`src/hw/rtl/soft_ellipsoid_brush_voxel_unit_macros.svh`:
```
// Assertion macros shared by the soft ellipsoid brush voxel unit.
`ifndef SOFT_ELLIPSOID_BRUSH_VOXEL_UNIT_MACROS_SVH
`define SOFT_ELLIPSOID_BRUSH_VOXEL_UNIT_MACROS_SVH
`ifndef ASSERT_OFF
`define SEBV_ASSERT(lbl, prop, msg) \
  lbl: assert property (@(posedge clk_i) disable iff (!rst_ni) (prop)) else $error(msg);
`define SEBV_ASSERT_NEXT(lbl, ante, cons, msg) \
  lbl: assert property (@(posedge clk_i) disable iff (!rst_ni) (ante) |=> (cons)) \
    else $error(msg);
`else
`define SEBV_ASSERT(lbl, prop, msg)
`define SEBV_ASSERT_NEXT(lbl, ante, cons, msg)
`endif
`endif

```
`src/hw/rtl/sebv_pkg.sv`:
```
// Types, widths and constants of the soft ellipsoid brush voxel unit.
package sebv_pkg;

  localparam int IDX_W   = 10;  // voxel index bits
  localparam int FRAC_W  = 16;  // fraction bits of coordinates
  localparam int SCALE_W = 24;
  localparam int OFF_W   = 32;
  localparam int TRANS_W = 16;
  localparam int VAL_W   = 8;

  localparam int CFG_DATA_W = 32;
  localparam int CFG_IDX_W  = 3;

  localparam int PROD_W = IDX_W + SCALE_W;
  localparam int C_W    = ((PROD_W + 1 > OFF_W) ? PROD_W + 1 : OFF_W) + 1;
  localparam int MAG_W  = FRAC_W + 2;       // |c| saturated at 2.0
  localparam int SQ_W   = 2 * FRAC_W + 3;
  localparam int SUM_W  = 2 * FRAC_W + 4;
  localparam int RAD_W  = 2 * FRAC_W + 2;   // band sums stay below (2.0)^2
  localparam int RADX_W = RAD_W + 1;
  localparam int ROOT_W = FRAC_W + 1;
  localparam int N_W    = FRAC_W + 3;
  localparam int N255_W = N_W + 8;
  localparam int NUM_W  = FRAC_W + 9;
  localparam int QUOT_W = 8;

  localparam int SQRT_STEPS  = 2;
  localparam int SQRT_STAGES = (ROOT_W + SQRT_STEPS - 1) / SQRT_STEPS;
  localparam int DIV_STEPS   = 2;
  localparam int DIV_STAGES  = (QUOT_W + DIV_STEPS - 1) / DIV_STEPS;

  localparam logic [FRAC_W:0]    ONE     = (FRAC_W + 1)'(1) << FRAC_W;
  localparam logic [C_W-1:0]     SAT_MAG = C_W'(2) << FRAC_W;
  localparam logic [SCALE_W-1:0] SCALE_RST = SCALE_W'(1) << FRAC_W;
  localparam logic [TRANS_W-1:0] TRANS_RST = TRANS_W'(13107);

  localparam logic [VAL_W-1:0] VAL_OUT = VAL_W'(0);
  localparam logic [VAL_W-1:0] VAL_MIN = VAL_W'(1);
  localparam logic [VAL_W-1:0] VAL_MAX = VAL_W'(254);

  typedef enum logic [CFG_IDX_W-1:0] {
    REG_SCALE_X    = 3'd0,
    REG_SCALE_Y    = 3'd1,
    REG_SCALE_Z    = 3'd2,
    REG_OFFSET_X   = 3'd3,
    REG_OFFSET_Y   = 3'd4,
    REG_OFFSET_Z   = 3'd5,
    REG_TRANSITION = 3'd6,
    REG_POLARITY   = 3'd7
  } reg_idx_e;

  typedef enum logic [1:0] {
    CLS_OUT  = 2'd0,
    CLS_CORE = 2'd1,
    CLS_BAND = 2'd2
  } cls_e;

  typedef struct packed {
    logic valid;
    cls_e cls;
  } stage_tag_t;

  // band width t moved from Q0.16 to FRAC_W fraction bits
  function automatic logic [FRAC_W-1:0] tf_of(input logic [TRANS_W-1:0] t);
    logic [TRANS_W+FRAC_W-1:0] w;
    w = {t, {FRAC_W{1'b0}}} >> TRANS_W;
    return w[FRAC_W-1:0];
  endfunction

endpackage

```
`src/hw/rtl/sebv_band.sv`:
```
// Falloff band: numerator setup, pipelined 8-bit quotient, final value select.
module sebv_band import sebv_pkg::*; (
  input  logic               clk_i,
  input  logic               rst_ni,
  input  logic               en_i,
  input  stage_tag_t         tag_i,
  input  logic [ROOT_W-1:0]  root_i,
  input  logic [TRANS_W-1:0] transition_i,
  input  logic               draw_i,
  output logic               valid_o,
  output logic [VAL_W-1:0]   value_o
);

  logic [FRAC_W-1:0] tf;
  logic [NUM_W-1:0]  den;

  // setup stage
  stage_tag_t        tag0_q;
  logic              low0_q;
  logic              sat0_q;
  logic [NUM_W-1:0]  num0_q;

  logic signed [N_W-1:0]    dist_e;
  logic signed [N_W-1:0]    n_val;
  logic signed [N_W-1:0]    den_s;
  logic signed [N255_W-1:0] n255;

  // divider stages
  stage_tag_t        tag_q [DIV_STAGES];
  logic              low_q [DIV_STAGES];
  logic              sat_q [DIV_STAGES];
  logic [NUM_W-1:0]  rem_q [DIV_STAGES];
  logic [QUOT_W-1:0] quo_q [DIV_STAGES];

  assign tf  = tf_of(transition_i);
  assign den = NUM_W'({tf, 1'b0});

  // value = floor(255*n / 2tf) with n = tf +/- (1 - d)
  always_comb begin
    dist_e = $signed(N_W'(ONE)) - $signed(N_W'(root_i));
    n_val  = draw_i ? ($signed(N_W'(tf)) + dist_e) : ($signed(N_W'(tf)) - dist_e);
    den_s  = $signed(N_W'({tf, 1'b0}));
    n255   = (N255_W'(n_val) <<< 8) - N255_W'(n_val);
  end

  always_ff @(posedge clk_i or negedge rst_ni) begin
    if (!rst_ni) begin
      tag0_q <= '{valid: 1'b0, cls: CLS_OUT};
    end else if (en_i) begin
      tag0_q <= tag_i;
    end
  end

  always_ff @(posedge clk_i) begin
    if (en_i) begin
      low0_q <= n255 < N255_W'(den_s);
      sat0_q <= n_val >= den_s;
      num0_q <= n255[NUM_W-1:0];
    end
  end

  for (genvar s = 0; s < DIV_STAGES; s++) begin : g_stage
    stage_tag_t        tag_in;
    logic              low_in;
    logic              sat_in;
    logic [NUM_W-1:0]  rem_in;
    logic [QUOT_W-1:0] quo_in;
    logic [NUM_W-1:0]  rem_nx;
    logic [QUOT_W-1:0] quo_nx;

    if (s == 0) begin : g_first
      assign tag_in = tag0_q;
      assign low_in = low0_q;
      assign sat_in = sat0_q;
      assign rem_in = num0_q;
      assign quo_in = '0;
    end else begin : g_next
      assign tag_in = tag_q[s-1];
      assign low_in = low_q[s-1];
      assign sat_in = sat_q[s-1];
      assign rem_in = rem_q[s-1];
      assign quo_in = quo_q[s-1];
    end

    always_comb begin
      int b;
      logic [NUM_W-1:0] dsh;
      rem_nx = rem_in;
      quo_nx = quo_in;
      for (int j = 0; j < DIV_STEPS; j++) begin
        b   = QUOT_W - 1 - (s * DIV_STEPS + j);
        dsh = '0;
        if (b >= 0) begin
          dsh = den << b;
          if (rem_nx >= dsh) begin
            rem_nx = rem_nx - dsh;
            quo_nx = quo_nx | (QUOT_W'(1) << b);
          end
        end
      end
    end

    always_ff @(posedge clk_i or negedge rst_ni) begin
      if (!rst_ni) begin
        tag_q[s] <= '{valid: 1'b0, cls: CLS_OUT};
      end else if (en_i) begin
        tag_q[s] <= tag_in;
      end
    end

    always_ff @(posedge clk_i) begin
      if (en_i) begin
        low_q[s] <= low_in;
        sat_q[s] <= sat_in;
        rem_q[s] <= rem_nx;
        quo_q[s] <= quo_nx;
      end
    end
  end

  always_comb begin
    case (tag_q[DIV_STAGES-1].cls)
      CLS_OUT:  value_o = VAL_OUT;
      CLS_CORE: value_o = draw_i ? VAL_MAX : VAL_MIN;
      CLS_BAND: begin
        if (low_q[DIV_STAGES-1]) begin
          value_o = VAL_MIN;
        end else if (sat_q[DIV_STAGES-1]) begin
          value_o = VAL_MAX;
        end else begin
          value_o = VAL_W'(quo_q[DIV_STAGES-1]);
        end
      end
      default:  value_o = VAL_OUT;
    endcase
  end

  assign valid_o = tag_q[DIV_STAGES-1].valid;

endmodule

```
`config.mk`:
```
export PLATFORM = sky130hd
export DESIGN_NAME = sebv_band
export DESIGN_NICKNAME = d
export VERILOG_FILES = /design/src/hw/rtl/soft_ellipsoid_brush_voxel_unit_macros.svh /design/src/hw/rtl/sebv_pkg.sv /design/src/hw/rtl/sebv_band.sv
export SDC_FILE = /design/constraint.sdc
export NUM_CORES = 1
export LEC_CHECK = 0
export BUFFER_PORTS_ARGS = -buffer_cell sky130_fd_sc_hd__buf_2
export CORE_ASPECT_RATIO = 0.7
export CORE_MARGIN = 2
export CORE_UTILIZATION = 47
export CTS_CLUSTER_DIAMETER = 120
export CTS_CLUSTER_SIZE = 24
export DETAILED_ROUTE_END_ITERATION = 7
export SETUP_SLACK_MARGIN = 0.05
export SLEW_MARGIN = 5
export SYNTH_ARGS = -nofsm -noshare
export SYNTH_HDL_FRONTEND = slang
export SYNTH_SLANG_ARGS = --single-unit
```
`constraint.sdc`:
```
create_clock -name clk_i -period 8.6 [get_ports clk_i]
set_input_delay 0.43 -clock clk_i [delete_from_list [all_inputs] [get_ports clk_i]]
set_output_delay 0.43 -clock clk_i [all_outputs]
set_load 0.02 [all_outputs]
```
Word level (Yosys, flattened, before mapping)
Memories as Yosys holds them, arrays and structs flattened.
Index checks and enable logic that the tools add are counted.
W data, S select, Z words.

word-level totals
  flip-flop bits (word level) = 42
  memory bits (read-only) = 0
  memories = 4
  bits in writable memories = 140
  latch bits = 0
  output and inout port bits = 9

cells by class
  add/sub/neg operators = 12
  bitwise operators = 0
  div/mod/pow operators = 0
  muxes and demuxes = 23
  shift-type cells = 0
  $mul = 0
  magnitude comparators = 10
  equality and inequality tests = 2
  reduce and logical (&&, ||, !) cells = 0

memories
  name   depth  width  rd ports  clocked after memory_dff  wr ports  RTL line         RTL
  rem_q  4      25     3         0                         4         sebv_band.sv:32  logic [NUM_W-1:0] rem_q [DIV_STAGES];
  quo_q  4      8      4         0                         4         sebv_band.sv:33  logic [QUOT_W-1:0] quo_q [DIV_STAGES];
  low_q  4      1      4         0                         4         sebv_band.sv:30  logic low_q [DIV_STAGES];
  sat_q  4      1      4         0                         4         sebv_band.sv:31  logic sat_q [DIV_STAGES];

operators with widths
  cell              number
  $mux W25          8
  $mux W8           4
  $lt A27 B18 Y1    1
  $sub A27 B19 Y27  1
  $ge A25 B17 Y1    1
  $ge A25 B18 Y1    1
  $ge A25 B19 Y1    1
  $ge A25 B20 Y1    1
  $ge A25 B21 Y1    1
  $ge A25 B22 Y1    1
  $ge A25 B23 Y1    1
  $ge A25 B24 Y1    1
  $sub A25 B17 Y25  1
  $sub A25 B18 Y25  1
  $sub A25 B19 Y25  1
  $sub A25 B20 Y25  1
  $sub A25 B21 Y25  1
  $sub A25 B22 Y25  1
  $sub A25 B23 Y25  1
  $sub A25 B24 Y25  1
  $add A17 B18 Y19  1
  $ge A19 B18 Y1    1
  $mux W19          1
  $sub A17 B18 Y19  1
  11 further kinds  13

Longest topological paths before layout
  word-level depth = 5
  mapped depth = 36
  mapped depth without buffers = 34

Least setup slack after synthesis
No wires, ideal clock.

  path kind = input -> register
  start point = input transition_i[1]
  end point = memory rem_q[1][5] (netlist bit), data pin
  arrival = 6846 ps
  path buffers = 4
  cell stages on the path = 29
  path slack = 1487 ps
  data required time = 8333 ps
  library setup time = 267 ps
  cells stage by stage = inv_1 > ha_1 > nor2b_1 > o21ai_0 > a21boi_0 > o21ai_0 > a21boi_0 > o21ai_0 > a21boi_0 > o31a_1 > or3_1 > clkbuf_1 > clkbuf_1 > o21ai_0 > fa_1 > nor2b_1 > o21ai_0 > a21oi_1 > o21ai_0 > a21oi_1 > o21ai_0 > a21oi_1 > o311ai_0 > a211oi_1 > a2111o_1 > nor4b_1 > clkbuf_1 > clkbuf_1 > o21ai_0

RTL lines
  element      RTL line         RTL
  from (decl)  sebv_band.sv:8   input logic [TRANS_W-1:0] transition_i,
  to (decl)    sebv_band.sv:32

Final worst setup path
  start point = input root_i[0]
  end point = register low0_q, in the netlist g_stage[0].low_in, data pin

between the ends
  longest elaborated chain between the ends = 5
  elaborated cells on any way between the ends = 6
  classes of those cells = 4 x add/sub; 1 x order compare; 1 x mux

ends and longest elaborated chain
  element                                               RTL line         RTL
  from (decl)                                           sebv_band.sv:7   input logic [ROOT_W-1:0] root_i,
  $sub A17 B17 Y18 *                                    sebv_band.sv:40  dist_e = $signed(N_W'(ONE)) - $signed(N_W'(root_i));
  $sub A17 B18 Y19 or $add A17 B18 Y19 (tied branches)  sebv_band.sv:41  n_val = draw_i ? ($signed(N_W'(tf)) + dist_e) : ($signed(N_W'(tf)) - dist_e);
  $mux W19 *                                            sebv_band.sv:41
  $sub A27 B19 Y27 *                                    sebv_band.sv:43  n255 = (N255_W'(n_val) <<< 8) - N255_W'(n_val);
  net n255[20]                                          sebv_band.sv:26  logic signed [N255_W-1:0] n255;
  $lt A27 B18 Y1 *                                      sebv_band.sv:56  low0_q <= n255 < N255_W'(den_s);
  to (signal assigned)                                  sebv_band.sv:56
  to (decl)                                             sebv_band.sv:19  logic low0_q;

Mark *: on every way through the listed nets, which the timed path passes. The rest lies on a longest branch.
A chain may end at the register's enable or synchronous reset.

==> impl_summary.txt <==
----------------------------------------------------
[Run status]
  Run status ... complete, no violations

[Route]
  Total via count after detailed routing ... 13600
  Post-Route WL ... 42500 um
  DRC Markers ... 0
  DRC marker count from the first detailed-route iteration ... 1092
  Per-cell routed wire length ... 18.6 um
  Post-detailed-route count of antenna-violating nets ... 0
  Ratio of routed vias to standard cells ... 5.94
  Detailed-routing iteration count for the pre-antenna-repair pass ... 5

[Timing]
  Number of setup violations in the final report ... 0
  Clk_skew ... 11.3 ps
  Minimum clock period after layout ... 7580 ps
  Post-route clock period utilization ... 0.882
  Sum Neg Setup Slack ... 0 ps
  Worst hold slack ... 220 ps
  Worst slew margin relative to its limit ... 0.386
  RSZ-0062 raised after global routing ... false
  Worst-margin pin slew ... 921 ps
  Count of final max-slew check failures ... 0
  Final hold violations ... 0
  Highest clock rate ... 0.132 GHz

[Yosys]
  Flops & latches, synth ... 145
  Most used standard cell by instance count after synthesis ... ha_1
  Top cells by area in the synthesized netlist ... edfxtp_1 (25%), ha_1 (16%), xnor2_1 (6.2%)
  Register area share after synthesis ... 0.276
  Number of library cell types mapped by synthesis ... 82
  Synth top cells by count ... ha_1 (192), a21oi_1 (156), nand2_1 (145), nor2_1 (133)
  Most instantiated flip-flop cell in the synthesis netlist ... edfxtp_1
  Number of nets produced by synthesis ... 2034
  Avg Cell Area, Syn ... 8.63 um^2
  Share of flip-flops with an asynchronous set or reset after synthesis ... 0.103
  Cell area after technology mapping ... 15500 um^2
  Cells after Synth ... 1794
  Number of flops mapped to enable cells by yosys ... 130
  Cell taking the most area after synthesis ... edfxtp_1
  Area fraction of the dominant cell type after synthesis ... 0.252
  Yosys warning count ... 0

[Floorplanning]
  Area inside the core boundary ... 32300 um^2
  Die area ... 34400 um^2
  Number of cell rows ... 55
  Width of the chip ... 221 um
  # IOs ... 49
  Die Ht ... 156 um
  Initial Util ... 0.479

[Finish]
  Area growth from synthesis to final layout ... 9.33%
  Fraction of final layout cells sized beyond drive strength 1 ... 0.0974
  Post-layout nets ... 2085
  Ant diodes ... 0

[Critical path]
  Stage delay of the slowest cell on the critical path ... 540 ps
  Largest fanout of any net on the critical path ... 10
  Startpoint of the worst setup timing path ... root_i[0]
  Destination of the critical timing path ... g_stage[0].low_in
  Terminus of the critical flop-to-flop path ... rem_q[0][19]
  Slowest cell on crit path ... or4_1
  Worst endpoint data arrival time ... 7850 ps
  Setup slack on the worst flop-to-flop path ... 1610 ps
  CP Data Required Time ... 8860 ps
  Cell depth of the worst flop-to-flop path ... 26
  Reg2reg start ... g_stage[0].rem_in[9]
  Startpoint Class ... input port
  Classification of the worst setup path ... input port to flop
  CP Capture Type ... flop

[Clocking]
  Clock buffers created by TritonCTS ... 17
  Cell at the root of the clock tree ... clkbuf_16
  H-tree depth ... 4
  CTS clk-pin slew, worst paths ... 60 ps
  Clock latency on the worst-skew pair ... 440 ps
  CTS tree ... yes
  Clk sink count ... 145
  Longest Clk Path Bufs ... 2

[Global route]
  Maximum number of pins on one net before global-route repair ... 79
  First-pass GRT wire length ... 67800 um
  GRT overflow ... 0
  Initial antenna violation count ... 0
  Total routing resource utilization after global routing ... 0.248
  Via count of the first global-routing pass ... 12500

[Min path]
  Path category of the worst min-delay check ... input port to flop
  Cell depth of the worst min-delay path ... 2

[Placement]
  Detailed placement HPWL ... 33700 um
  Input/output buffers ... 48
  GPL Wtd Cong ... 0.923

[Run]
  Max cap viols ... 0

[Power and ir drop]
  Post-layout power ... 7.48 mW
  Leak pwr ... 6.98 nW
  Peak ir drop on the vdd network ... 0.183 mV
  Pwr Density ... 442 nW/um^2

----------------------------------------------------
[placed cells by master, fill, tap and decap left out, drive strengths merged, types with 25 or more instances in the layout]
cell type / count
o31ai: 27
a21o: 43
buf: 75
nor2b: 31
nand2b: 25
edfxtp: 130
ha: 192
a21oi: 157
nand2: 145
xnor2: 111
nand4: 38
nand3: 29
mux2: 43
o21ai: 134
inv: 137
nor4: 25
nor2: 135
nor3: 37
xor2: 33
o21a: 27
[stage by stage]
stage | setup WS [ps] | utilization | std cells | area, um^2
6_report | 1020 | 0.523 | 2285 | 16900
3_5_place_dp | 739 | 0.504 | 2252 | 16300
2_1_floorplan | 1490 | - | 1794 | 15500
5_1_grt | 209 | 0.523 | 2285 | 16900
3_3_place_gp | 992 | 0.504 | 2252 | 16300
4_1_cts | 1160 | 0.523 | 2285 | 16900
[state kept, by name, indices dropped and copies added (netlist names)]
name            count
g_stage.low_in      1
g_stage.rem_in     25
g_stage.sat_in      1
g_stage.tag_in     12
low_q               4
quo_q              20
rem_q              75
sat_q               4
tag_q               2
valid_o             1
[per-layer routing]
metal  track usage  vias up  part of all wire
met2         0.382      408              0.43
met3        0.0461       57             0.059
met4        0.0684        0             0.022
met1         0.357     6336              0.49
li1              -     6767                 -
met5             0        -                 0
[worst min-delay path by stage]
stage                   from                    to  slack, ps
floorplan             rst_ni  g_stage[0].tag_in[0]        130
global placement      rst_ni  g_stage[2].tag_in[2]        350
detailed placement    rst_ni  g_stage[3].tag_in[2]        350
CTS                 tag_i[0]  g_stage[0].tag_in[0]        210
global route        tag_i[0]  g_stage[0].tag_in[0]        210
finish              tag_i[0]  g_stage[0].tag_in[0]        220
[critical path: cells and delay by family]
family	cells	cell delay [ps]
XOR/XNOR	3	790
adder cells (fa/ha/maj)	3	1140
AND/OR/NAND/NOR	11	2760
buffers and inverters	3	500
AO/OA/AOI/OAI	8	2230
[area by class of cell]
cell class	instances	area, um^2
clock inverters	15	181
clock buffers	17	425
flip-flops and latches	145	4280
well taps	427	534
repair buffers	76	459
fillers	2995	15400
inverters	132	495
multi-input cells	1473	10600
[timing repair]
| action | CTS | global route |
|---|---|---|
| buffers inserted | 0 | 0 |
| resized for setup | 0 | 0 |
| hold buffers | 1 | 0 |
| endpoints found under the hold margin | 15 | 0 |
[logic make-up (layout without fill, tap and decap cells)]
kind of cell | count (synthesis) | in the layout | share of synthesized area
buf+inv | 176 | 240 | 0.0432
compound gates | 529 | 529 | 0.216
xor+xnor | 144 | 144 | 0.0831
flops | 145 | 145 | 0.276
fa+ha+maj | 202 | 202 | 0.167
mux | 55 | 55 | 0.0390
simple gates | 543 | 543 | 0.175
[where the power goes]
group          leakage (nW)  internal, mW  total [mW]  switching [mW]
registers              1.43          1.27        1.44           0.172
logic                  5.27          2.25        5.26            3.01
clock network         0.286         0.459       0.772           0.313
(Power assumes the default switching activity.)
