$ cat src/hw/rtl/soft_ellipsoid_brush_voxel_unit_macros.svh
// Assertion macros shared by the soft ellipsoid brush voxel unit.
`ifndef SOFT_ELLIPSOID_BRUSH_VOXEL_UNIT_MACROS_SVH
`define SOFT_ELLIPSOID_BRUSH_VOXEL_UNIT_MACROS_SVH
`ifndef ASSERT_OFF
`define SEBV_ASSERT(lbl, prop, msg) \
  lbl: assert property (@(posedge clk_i) disable iff (!rst_ni) (prop)) else $error(msg);
`define SEBV_ASSERT_NEXT(lbl, ante, cons, msg) \
  lbl: assert property (@(posedge clk_i) disable iff (!rst_ni) (ante) |=> (cons)) \
    else $error(msg);
`else
`define SEBV_ASSERT(lbl, prop, msg)
`define SEBV_ASSERT_NEXT(lbl, ante, cons, msg)
`endif
`endif

$ cat src/hw/rtl/sebv_pkg.sv
// Types, widths and constants of the soft ellipsoid brush voxel unit.
package sebv_pkg;

  localparam int IDX_W   = 10;  // voxel index bits
  localparam int FRAC_W  = 16;  // fraction bits of coordinates
  localparam int SCALE_W = 24;
  localparam int OFF_W   = 32;
  localparam int TRANS_W = 16;
  localparam int VAL_W   = 8;

  localparam int CFG_DATA_W = 32;
  localparam int CFG_IDX_W  = 3;

  localparam int PROD_W = IDX_W + SCALE_W;
  localparam int C_W    = ((PROD_W + 1 > OFF_W) ? PROD_W + 1 : OFF_W) + 1;
  localparam int MAG_W  = FRAC_W + 2;       // |c| saturated at 2.0
  localparam int SQ_W   = 2 * FRAC_W + 3;
  localparam int SUM_W  = 2 * FRAC_W + 4;
  localparam int RAD_W  = 2 * FRAC_W + 2;   // band sums stay below (2.0)^2
  localparam int RADX_W = RAD_W + 1;
  localparam int ROOT_W = FRAC_W + 1;
  localparam int N_W    = FRAC_W + 3;
  localparam int N255_W = N_W + 8;
  localparam int NUM_W  = FRAC_W + 9;
  localparam int QUOT_W = 8;

  localparam int SQRT_STEPS  = 2;
  localparam int SQRT_STAGES = (ROOT_W + SQRT_STEPS - 1) / SQRT_STEPS;
  localparam int DIV_STEPS   = 2;
  localparam int DIV_STAGES  = (QUOT_W + DIV_STEPS - 1) / DIV_STEPS;

  localparam logic [FRAC_W:0]    ONE     = (FRAC_W + 1)'(1) << FRAC_W;
  localparam logic [C_W-1:0]     SAT_MAG = C_W'(2) << FRAC_W;
  localparam logic [SCALE_W-1:0] SCALE_RST = SCALE_W'(1) << FRAC_W;
  localparam logic [TRANS_W-1:0] TRANS_RST = TRANS_W'(13107);

  localparam logic [VAL_W-1:0] VAL_OUT = VAL_W'(0);
  localparam logic [VAL_W-1:0] VAL_MIN = VAL_W'(1);
  localparam logic [VAL_W-1:0] VAL_MAX = VAL_W'(254);

  typedef enum logic [CFG_IDX_W-1:0] {
    REG_SCALE_X    = 3'd0,
    REG_SCALE_Y    = 3'd1,
    REG_SCALE_Z    = 3'd2,
    REG_OFFSET_X   = 3'd3,
    REG_OFFSET_Y   = 3'd4,
    REG_OFFSET_Z   = 3'd5,
    REG_TRANSITION = 3'd6,
    REG_POLARITY   = 3'd7
  } reg_idx_e;

  typedef enum logic [1:0] {
    CLS_OUT  = 2'd0,
    CLS_CORE = 2'd1,
    CLS_BAND = 2'd2
  } cls_e;

  typedef struct packed {
    logic valid;
    cls_e cls;
  } stage_tag_t;

  // band width t moved from Q0.16 to FRAC_W fraction bits
  function automatic logic [FRAC_W-1:0] tf_of(input logic [TRANS_W-1:0] t);
    logic [TRANS_W+FRAC_W-1:0] w;
    w = {t, {FRAC_W{1'b0}}} >> TRANS_W;
    return w[FRAC_W-1:0];
  endfunction

endpackage

$ cat src/hw/rtl/sebv_axis.sv
// One axis: index times scale, plus offset, magnitude saturation, square.
module sebv_axis import sebv_pkg::*; (
  input  logic                    clk_i,
  input  logic                    en_i,
  input  logic [IDX_W-1:0]        idx_i,
  input  logic [SCALE_W-1:0]      scale_i,
  input  logic signed [OFF_W-1:0] offset_i,
  output logic [SQ_W-1:0]         sq_o
);

  logic [PROD_W-1:0]   prod_q;
  logic [MAG_W-1:0]    mag_q;
  logic [SQ_W-1:0]     sq_q;
  logic signed [C_W-1:0] coord;
  logic [C_W-1:0]      mag_full;
  logic [SQ_W-1:0]     mag_ext;

  always_comb begin
    coord    = $signed({{(C_W - PROD_W){1'b0}}, prod_q}) + C_W'(offset_i);
    mag_full = coord[C_W-1] ? C_W'(-coord) : C_W'(coord);
    if (mag_full > SAT_MAG) begin
      mag_full = SAT_MAG;
    end
    mag_ext = SQ_W'(mag_q);
  end

  always_ff @(posedge clk_i) begin
    if (en_i) begin
      prod_q <= PROD_W'(idx_i) * PROD_W'(scale_i);
      mag_q  <= mag_full[MAG_W-1:0];
      sq_q   <= mag_ext * mag_ext;
    end
  end

  assign sq_o = sq_q;

endmodule

$ cat config.mk
export PLATFORM = sky130hd
export DESIGN_NAME = sebv_axis
export DESIGN_NICKNAME = d
export VERILOG_FILES = /design/src/hw/rtl/soft_ellipsoid_brush_voxel_unit_macros.svh /design/src/hw/rtl/sebv_pkg.sv /design/src/hw/rtl/sebv_axis.sv
export SDC_FILE = /design/constraint.sdc
export NUM_CORES = 1
export LEC_CHECK = 0
export ABC_AREA = 1
export BUFFER_PORTS_ARGS = -buffer_cell sky130_fd_sc_hd__buf_2
export CAP_MARGIN = 25
export CELL_PAD_IN_SITES_DETAIL_PLACEMENT = 1
export CELL_PAD_IN_SITES_GLOBAL_PLACEMENT = 2
export CORE_MARGIN = 3
export CORE_UTILIZATION = 38
export DETAILED_ROUTE_END_ITERATION = 12
export GPL_TIMING_DRIVEN = 0
export HOLD_SLACK_MARGIN = 0.15
export PLACE_DENSITY = 0.83
export SYNTH_ARGS = -nofsm -noshare
export SYNTH_HDL_FRONTEND = slang
export SYNTH_SLANG_ARGS = --single-unit
$ cat constraint.sdc
create_clock -name clk_i -period 7.8 [get_ports clk_i]
set_clock_uncertainty 0.1 [all_clocks]
set_input_delay 0.78 -clock clk_i [delete_from_list [all_inputs] [get_ports clk_i]]
set_output_delay 0.78 -clock clk_i [all_outputs]
set_load 0.05 [all_outputs]
---- Word-level counts from Yosys, hierarchy flattened ----
Cells that the tools add are included.
storage, ports and cells
  bits in registers ....................... 87
  logic and storage cells ................. 9
  input port bits ......................... 68
  output and inout port bits .............. 35
operators by class
  $lt $le $gt $ge ......................... 1
  mux-type cells .......................... 1
  $add $sub $neg .......................... 2
  multiply operators ...................... 2
operators with widths
  operator              number
  $add 35x32->36        1
  $gt 36x18->1 const B  1
  $mux 36               1
  $neg 36->36           1
  $mul 18x18->35        1
  $mul 10x24->34        1

---- Longest topological paths before layout ----
Gate-level depths: netlist of the first run.
  depth after elaboration ................. 4
  depth in mapped cells ................... 29
  mapped depth without buffers ............ 27

---- Worst setup path before layout of the first run ----
No wires, ideal clock.
  kind .................................... register -> register
  start ................................... register mag_q[4]
  end ..................................... register sq_q[26] (netlist: sq_o[26]) (data pin)
  data required time ...................... 7.435 ns
  path buffers ............................ 2
  setup slack ............................. 1.628 ns
  library setup time ...................... 0.265 ns
  cell stages (with the launch flop) ...... 23
  data arrival time ....................... 5.807 ns
  cells stage by stage .................... edfxtp_1 > clkbuf_1 > buf_1 > nand2_1 > fa_1 > inv_1 > fa_1 > inv_1 > fa_1 > fa_1 > inv_1 > fa_1 > inv_1 > fa_1 > inv_1 > ha_1 > nand2_1 > o21ai_0 > a21oi_1 > o21ai_0 > a21oi_1 > o21ai_0 > xor2_1
on the way
  longest elaborated chain between the ends .. 1
RTL lines
  what                      RTL line         RTL
  start: declaration        sebv_axis.sv:12  logic [MAG_W-1:0] mag_q;
  start signal: assignment  sebv_axis.sv:30  mag_q <= mag_full[MAG_W-1:0];
  $mul 18x18->35            sebv_axis.sv:31  sq_q <= mag_ext * mag_ext;
  end signal: assignment    sebv_axis.sv:31
  end: declaration          sebv_axis.sv:13  logic [SQ_W-1:0] sq_q;
Every way passes these cells.
A chain may end at the register's enable or synchronous reset.

---- Final worst setup path of the first run ----
  start ................................... register mag_q[3]
  end ..................................... register sq_q[26] (netlist: sq_o[26]) (data pin)
Same word-level chain as after synthesis.

==> flow_summary_export.csv, run 1 <==
group,metric,value,unit
timing,finalCritPeriodShare,95.1,%
finish,mostFrequentLayoutCells,"sky130_fd_sc_hd__inv_1, sky130_fd_sc_hd__nand2_1, sky130_fd_sc_hd__fa_1",
floorplanning,core_region_area,62100,µm²
timing,relSlewSlack,47.3,%
floorplanning,die_x,257,µm
critical_path,crit_cells,22,
critical_path,timing.reg2reg.setup_slack,0.38,ns
critical_path,timing.critical_path.to_type,"register",
finish,multiInputGateArea,17500,µm²
cts,holdBufCountCts,0,
critical_path,r2r_start,"mag_q[3]",
yosys,postSynth.asyncResetShare,0,%
floorplanning,initial_utilization,38.7,%
timing,maxClockFrequency,0.135,GHz
power_and_ir_drop,static-leakage-power,15.4,nW
finish,layout-drive-gt1-share,5.67,%
power_and_ir_drop,power.density_cell_area,288,nW/µm²
finish,layout.core_utilization,41.5,%
drt,drt-vias-per-instance,4.76,
timing,final-setup-viol-count,0,
finish,net_count_reported_at_finish,4020,
critical_path,timing.critical_path.from,"mag_q[3]",
cts,postCtsSetupRepairBufs,0,
yosys,synthesis.nets,3931,
drt,drt_pre_antenna_iters,5,
critical_path,crit_top_cell,"sky130_fd_sc_hd__fa_1",
cts,clk_pin_slew,0.07,ns
global_routing,grt_pass1_wl,118,mm
yosys,synthesis.instances,3257,
global_routing,grt_max_degree,70,
placement,port_buffers,77,
critical_path,cpPeakStageDelay,0.59,ns
placement,dp_cells,4172,
drt,antenna_left,0,
cts,clk-insertion-delay-late,0.39,ns
critical_path,crit-reg2reg-capture,"sq_o[26]",
drt,route.detailed.wl_per_inst,17.0,µm
yosys,yosys_warnings,0,
cts,cts.path.max_buffers,2,
global_routing,groute.usage.overall,22.4,%
drt,drt-initial-drc-count,707,
yosys,synth_sequential_area_ratio,10.8,%
placement,dp_hpwl,62.5,mm
timing,min_clock_period_post_route,7.42,ns
critical_path,critical_path.cell_chain,"clkbuf_1, clkbuf_1, nand2_1, fa_1, inv_1, fa_1, inv_1, fa_1, fa_1, inv_1, fa_1, inv_1, fa_1, inv_1, ha_1, nand2_1, o21ai_1, a21oi_1, o21ai_1, a21oi_1, o21ai_0, xor2_1",
timing,report.final.hold_viol_count,0,
yosys,synthesis.area,24000,µm²
timing,max_slew.worst_pin.slew,0.790,ns
yosys,synth_flop_type,"sky130_fd_sc_hd__edfxtp_1",
critical_path,worst-endpoint-required,7.84,ns
finish,most_frequent_standard_cell_in_the_layout_excluding_fill_and_tap_cells,"sky130_fd_sc_hd__inv_1",
drt,route.vias.total,20000,
critical_path,arrival,7.46,ns
cts,ctsHtreeMaxLevel,3,
critical_path,cell_class_contributing_the_biggest_share_of_worst_path_delay,"adder cells",
floorplanning,core.rowCount,91,
job,max_cap_violations,0,
outcome,run_status,"finished clean",
global_routing,first_global_vias,22500,
global_routing,grt_remaining_overflow,0,
timing,slew_violations,0,
floorplanning,top_level_ports,103,
critical_path,critical_path_class,"register to register",
yosys,synthDistinctLibCells,42,
yosys,number_of_synthesized_flops_with_an_enable_pin,86,
floorplanning,die_h,257,µm
hold_path,timing.hold.worst.class,"register to register",
critical_path,crit_path_end,"sq_o[26]",
yosys,post_synth.cell_area_avg,7.37,µm²
finish,area_growth_syn_to_layout,7.32,%
cts,cts-root-buf,"sky130_fd_sc_hd__clkbuf_16",
cts,clock_sinks,86,
floorplanning,die_area,66200,µm²
placement,gp_congestion,0.886,
critical_path,cpMaxStageDelayCell,"sky130_fd_sc_hd__clkbuf_1",
global_routing,antenna_violations_before_repair,8,
critical_path,buffering_stage_count_on_the_worst_path_with_inverters_included,7,
critical_path,critical_path.max_fanout,10,
finish,final-seq-area,2580,µm²
power_and_ir_drop,max_ir_drop_vdd,0.000140,V
finish,nFillCells,7856,
drt,route.detailed.drc,0,
critical_path,worst_setup_path_start_kind,"register",
cts,tritoncts,"yes",
yosys,synth-seq-cells,86,
cts,numCtsBuffers,9,
finish,fin_cells,4192,
timing,grt_setup_unrepaired,"true",
drt,wl,71.2,mm
critical_path,worstRegToRegCells,22,
final cells by class:
type                            instances  area share, %
Buffer                                 89           1.49
Sequential cell                        86           10.0
Tap cell                              837           4.07
Clock buffer                            9          0.874
Timing Repair Buffer                   78           1.61
Clock inverter                          7          0.160
Inverter                              940           13.7
Antenna cell                            4         0.0389
Multi-Input combinational cell       2142           68.0
Yosys cell counts, drive strengths merged, types with 14 or more instances:
library cell / instances / area (µm²)
xnor2: 28 / 245
ha: 214 / 2680
inv: 940 / 3530
clkbuf: 70 / 263
nand2: 949 / 3620
o21ai: 44 / 220
buf: 19 / 106
nand4: 19 / 119
edfxtp: 86 / 2580
xor2: 57 / 499
nor2: 162 / 733
nor3: 14 / 75.1
fa: 392 / 7850
nand3: 122 / 678
a21oi: 91 / 459
worst reg2reg max path: stages, from the launching register on:
cell                       delay, ns
sky130_fd_sc_hd__edfxtp_1       0.39
sky130_fd_sc_hd__clkbuf_1       0.42
sky130_fd_sc_hd__clkbuf_1       0.59
sky130_fd_sc_hd__nand2_1        0.23
sky130_fd_sc_hd__fa_1           0.53
sky130_fd_sc_hd__inv_1          0.06
sky130_fd_sc_hd__fa_1           0.55
sky130_fd_sc_hd__inv_1          0.06
sky130_fd_sc_hd__fa_1           0.48
sky130_fd_sc_hd__fa_1           0.54
sky130_fd_sc_hd__inv_1          0.05
sky130_fd_sc_hd__fa_1           0.47
sky130_fd_sc_hd__inv_1          0.05
sky130_fd_sc_hd__fa_1           0.47
sky130_fd_sc_hd__inv_1          0.04
sky130_fd_sc_hd__ha_1           0.35
sky130_fd_sc_hd__nand2_1        0.08
sky130_fd_sc_hd__o21ai_1        0.48
sky130_fd_sc_hd__a21oi_1        0.36
sky130_fd_sc_hd__o21ai_1        0.40
sky130_fd_sc_hd__a21oi_1        0.16
sky130_fd_sc_hd__o21ai_0        0.22
sky130_fd_sc_hd__xor2_1         0.10
repair_timing:
item,in CTS,in global routing
gates resized for setup,5,18
setup endpoints to repair,8,7
hold endpoints to repair,0,0
worst min-delay path by stage:
stage / start / to / depth (start not counted)
global placement: mag_q[0] / sq_o[0] / 0
floorplan: mag_q[0] / sq_o[0] / 0
finish: mag_q[0] / sq_o[0] / 0
detailed placement: mag_q[0] / sq_o[0] / 0
CTS: mag_q[0] / sq_o[0] / 0
global route: mag_q[0] / sq_o[0] / 0
metal layers:
| metal | wire, µm | global-route usage (%) | up-vias |
|---|---|---|---|
| li1 | - | - | 9643 |
| met1 | 29300 | 26.4 | 9934 |
| met2 | 37500 | 42.2 | 268 |
| met3 | 2090 | 2.47 | 102 |
| met4 | 2210 | 7.36 | 8 |
| met5 | 66 | 0 | - |
kinds of logic (layout without fill, tap and decap cells):
kind of cell	Yosys count	after routing	share of synthesized area, %
AND/OR/NAND/NOR	1280	1280	22.2
buffers and inverters	1029	1123	16.2
flip-flops	86	86	10.8
AO/OA/AOI/OAI	170	170	3.89
adder cells (fa/ha/maj)	606	606	43.8
XOR/XNOR	85	85	3.10
other	1	5	0.0156
sequential cells by signal, summed over array words and instances (netlist names):
signal and cells:
prod_q 34, sq_o 34, mag_q 18
stage by stage:
step                total power [mW]  hold slack (ns)  setup slack [ns]  TNS [ns]  instance area, µm²
floorplan                       5.45            0.324              1.63         0               24000
global placement                6.85            0.382            -0.212    -0.823               25400
detailed placement              7.03            0.386            -0.373     -1.62               25500
CTS                             7.50            0.403            0.0939         0               25700
global route                    8.40            0.419          -0.00446  -0.00446               25800
finish                          7.41            0.384             0.381         0               25800
power breakdown:
part | internal, mW | switching (mW) | leakage [nW]
logic | 2.09 | 4.01 | 14.4
clock network | 0.213 | 0.212 | 0.126
registers | 0.847 | 0.0440 | 0.861
(Power assumes the default switching activity.)
==> inputs of run 2 (changes only) <==
--- a/config.mk
+++ b/config.mk
@@ -7,7 +7,6 @@
 export LEC_CHECK = 0
 export ABC_AREA = 1
 export BUFFER_PORTS_ARGS = -buffer_cell sky130_fd_sc_hd__buf_2
-export CAP_MARGIN = 25
 export CELL_PAD_IN_SITES_DETAIL_PLACEMENT = 1
 export CELL_PAD_IN_SITES_GLOBAL_PLACEMENT = 2
 export CORE_MARGIN = 3
@@ -15,7 +14,8 @@
 export DETAILED_ROUTE_END_ITERATION = 12
 export GPL_TIMING_DRIVEN = 0
 export HOLD_SLACK_MARGIN = 0.15
-export PLACE_DENSITY = 0.83
+export MAX_ROUTING_LAYER = met4
+export PLACE_DENSITY = 0.87
 export SYNTH_ARGS = -nofsm -noshare
 export SYNTH_HDL_FRONTEND = slang
 export SYNTH_SLANG_ARGS = --single-unit
==> run 2 against run 1 <==
  * First-iteration DRC count fell by 11%
  * Core utilization rose by 0.061 points
  * Highest routed layer is now met4
  * Register-to-register slack got worse by 0.04 ns
  * Final area rose by 0.15%
  * Non-clock buffer count did not move
==> flow_summary_export.csv, run 2 (synthesis gave the netlist of run 1 again) <==
group,metric,value,unit
outcome,run_status,"finished clean",
drt,route.vias.total,20000,
floorplanning,die_x,257,µm
finish,layout-drive-gt1-share,5.64,%
critical_path,critical_path.max_fanout,10,
cts,clk-insertion-delay-late,0.40,ns
power_and_ir_drop,static-leakage-power,15.4,nW
finish,final_area,25800,µm²
finish,mostFrequentLayoutCells,"sky130_fd_sc_hd__inv_1, sky130_fd_sc_hd__nand2_1, sky130_fd_sc_hd__fa_1",
finish,fin_cells,4198,
timing,max_slew.worst_pin.slew,0.808,ns
placement,dp_hpwl,62.2,mm
global_routing,antenna_violations_before_repair,10,
critical_path,critical_path_class,"register to register",
placement,gp_congestion,0.898,
global_routing,grt_max_degree,67,
timing,grt_setup_unrepaired,"false",
drt,wl_met2,37.6,mm
drt,drt-initial-drc-count,631,
finish,net_count_reported_at_finish,4020,
hold_path,timing.hold.worst.class,"register to register",
drt,highest-signal-layer,"met4",
finish,most_frequent_standard_cell_in_the_layout_excluding_fill_and_tap_cells,"sky130_fd_sc_hd__inv_1",
placement,port_buffers,77,
hold_path,timing.hold.worst.start,"mag_q[0]",
global_routing,grt_pass1_wl,116,mm
global_routing,grt_remaining_overflow,0,
timing,final-setup-viol-count,0,
finish,layout.core_utilization,41.6,%
floorplanning,core.rowCount,91,
finish,area_growth_syn_to_layout,7.47,%
power_and_ir_drop,total_power,7.42,mW
drt,route.detailed.drc,0,
floorplanning,top_level_ports,103,
timing,slew_violations,0,
timing,min_clock_period_post_route,7.46,ns
drt,route.detailed.wl_per_inst,16.9,µm
critical_path,r2r_start,"mag_q[9]",
timing,finalCritPeriodShare,95.6,%
cts,clock_sinks,86,
cts,numCtsBuffers,9,
drt,route.layer.met1.wl,28.5,mm
floorplanning,initial_utilization,38.7,%
cts,cts-root-buf,"sky130_fd_sc_hd__clkbuf_16",
floorplanning,die_area,66200,µm²
cts,clk_pin_slew,0.07,ns
placement,dpl-instance-area,25500,µm²
critical_path,arrival,7.50,ns
cts,ctsHtreeMaxLevel,3,
global_routing,first_global_vias,22500,
timing,fin_ws,0.342,ns
drt,drt-vias-per-instance,4.76,
cts,cts.path.max_buffers,2,
drt,wl_met3,2.42,mm
critical_path,timing.critical_path.to_type,"register",
power_and_ir_drop,power.density_cell_area,288,nW/µm²
drt,drt_pre_antenna_iters,5,
global_routing,groute.usage.overall,22.7,%
critical_path,timing.critical_path.from,"mag_q[9]",
job,max_cap_violations,0,
drt,wl,70.9,mm
floorplanning,core_region_area,62100,µm²
timing,maxClockFrequency,0.134,GHz
floorplanning,die_h,257,µm
critical_path,worst_setup_path_start_kind,"register",
cts,tritoncts,"yes",
power_and_ir_drop,max_ir_drop_vdd,0.000147,V
drt,antenna_left,0,
critical_path,worst-endpoint-required,7.84,ns
placement,dp_cells,4172,
timing,relSlewSlack,46.1,%
timing,report.final.hold_viol_count,0,
placement,post-place-ws,-0.178,ns
[run 2: changes by cell type in the layout (fill, tap and decap cells not counted)]
| cell | before | now |
|---|---|---|
| sky130_fd_sc_hd__diode_2 | 4 | 10 |
| sky130_fd_sc_hd__clkinvlp_4 | 2 | 1 |
| sky130_fd_sc_hd__clkinv_4 | 1 | 2 |
| sky130_fd_sc_hd__o21ai_1 | 3 | 2 |
| sky130_fd_sc_hd__bufinv_16 | 0 | 1 |
| sky130_fd_sc_hd__clkinv_2 | 2 | 0 |
| sky130_fd_sc_hd__a21boi_2 | 1 | 0 |
| sky130_fd_sc_hd__clkbuf_2 | 11 | 12 |
| sky130_fd_sc_hd__a21boi_1 | 0 | 1 |
| sky130_fd_sc_hd__o21ai_0 | 41 | 42 |
[run 2: worst max-delay path, cell delays in order, from the launching register on]
cell and delay (ns):
sky130_fd_sc_hd__edfxtp_1 0.32, sky130_fd_sc_hd__clkbuf_1 0.54, sky130_fd_sc_hd__clkbuf_2 0.42, sky130_fd_sc_hd__nand2_1 0.19, sky130_fd_sc_hd__fa_1 0.53, sky130_fd_sc_hd__inv_1 0.05
sky130_fd_sc_hd__fa_1 0.52, sky130_fd_sc_hd__inv_1 0.05, sky130_fd_sc_hd__fa_1 0.48, sky130_fd_sc_hd__fa_1 0.55, sky130_fd_sc_hd__inv_1 0.05, sky130_fd_sc_hd__fa_1 0.47
sky130_fd_sc_hd__inv_1 0.05, sky130_fd_sc_hd__fa_1 0.47, sky130_fd_sc_hd__inv_1 0.04, sky130_fd_sc_hd__ha_1 0.34, sky130_fd_sc_hd__nand2_1 0.07, sky130_fd_sc_hd__o21ai_1 0.49
sky130_fd_sc_hd__a21oi_1 0.34, sky130_fd_sc_hd__o21ai_0 0.56, sky130_fd_sc_hd__a21oi_1 0.20, sky130_fd_sc_hd__o21ai_0 0.25, sky130_fd_sc_hd__xor2_1 0.10
[run 2: worst paths after layout]
check | endpoint | slack, ns | depth (start not counted)
setup reg to reg | sq_o[26] | 0.34 | 22
hold / removal | sq_o[0] | 0.39 | 0
hold reg to reg | sq_o[0] | 0.39 | 0
setup / recovery | sq_o[26] | 0.34 | 22
[run 2: area by class of cell]
cell class              count  area (µm²)
fillers                  7856       36300
multi-input cells        2142       17500
inverters                 940        3530
flip-flops and latches     86        2580
well taps                 837        1050
repair buffers             78         415
plain buffers              89         384
clock buffers              10         229
clock inverters             6        62.6
diodes                     10        25.0
[run 2: power by group]
group | internal (mW) | switching [mW] | leakage (nW)
combinational | 2.08 | 3.98 | 14.4
clock | 0.247 | 0.222 | 0.138
sequential | 0.846 | 0.0421 | 0.861
[run 2: metrics by stage]
| step | hold slack [ns] | setup TNS [ns] |
|---|---|---|
| after floorplan | 0.324 | 0 |
| after global placement | 0.402 | -0.0249 |
| after detailed placement | 0.405 | -0.661 |
| after CTS | 0.422 | 0 |
| after global routing | 0.419 | 0 |
| final | 0.393 | 0 |
[run 2: timing repair]
action                     CTS  global route
gates cloned                 0             0
gates resized for setup      2            23
setup endpoints to repair    6             5
hold buffers                 0             0
setup buffers                0             0
[run 2: metal layers]
metal,global-route usage (%),vias to the layer above
met5,-,-
met4,7.69,0
li1,-,9647
met3,2.84,111
met2,41.9,292
met1,25.1,9940
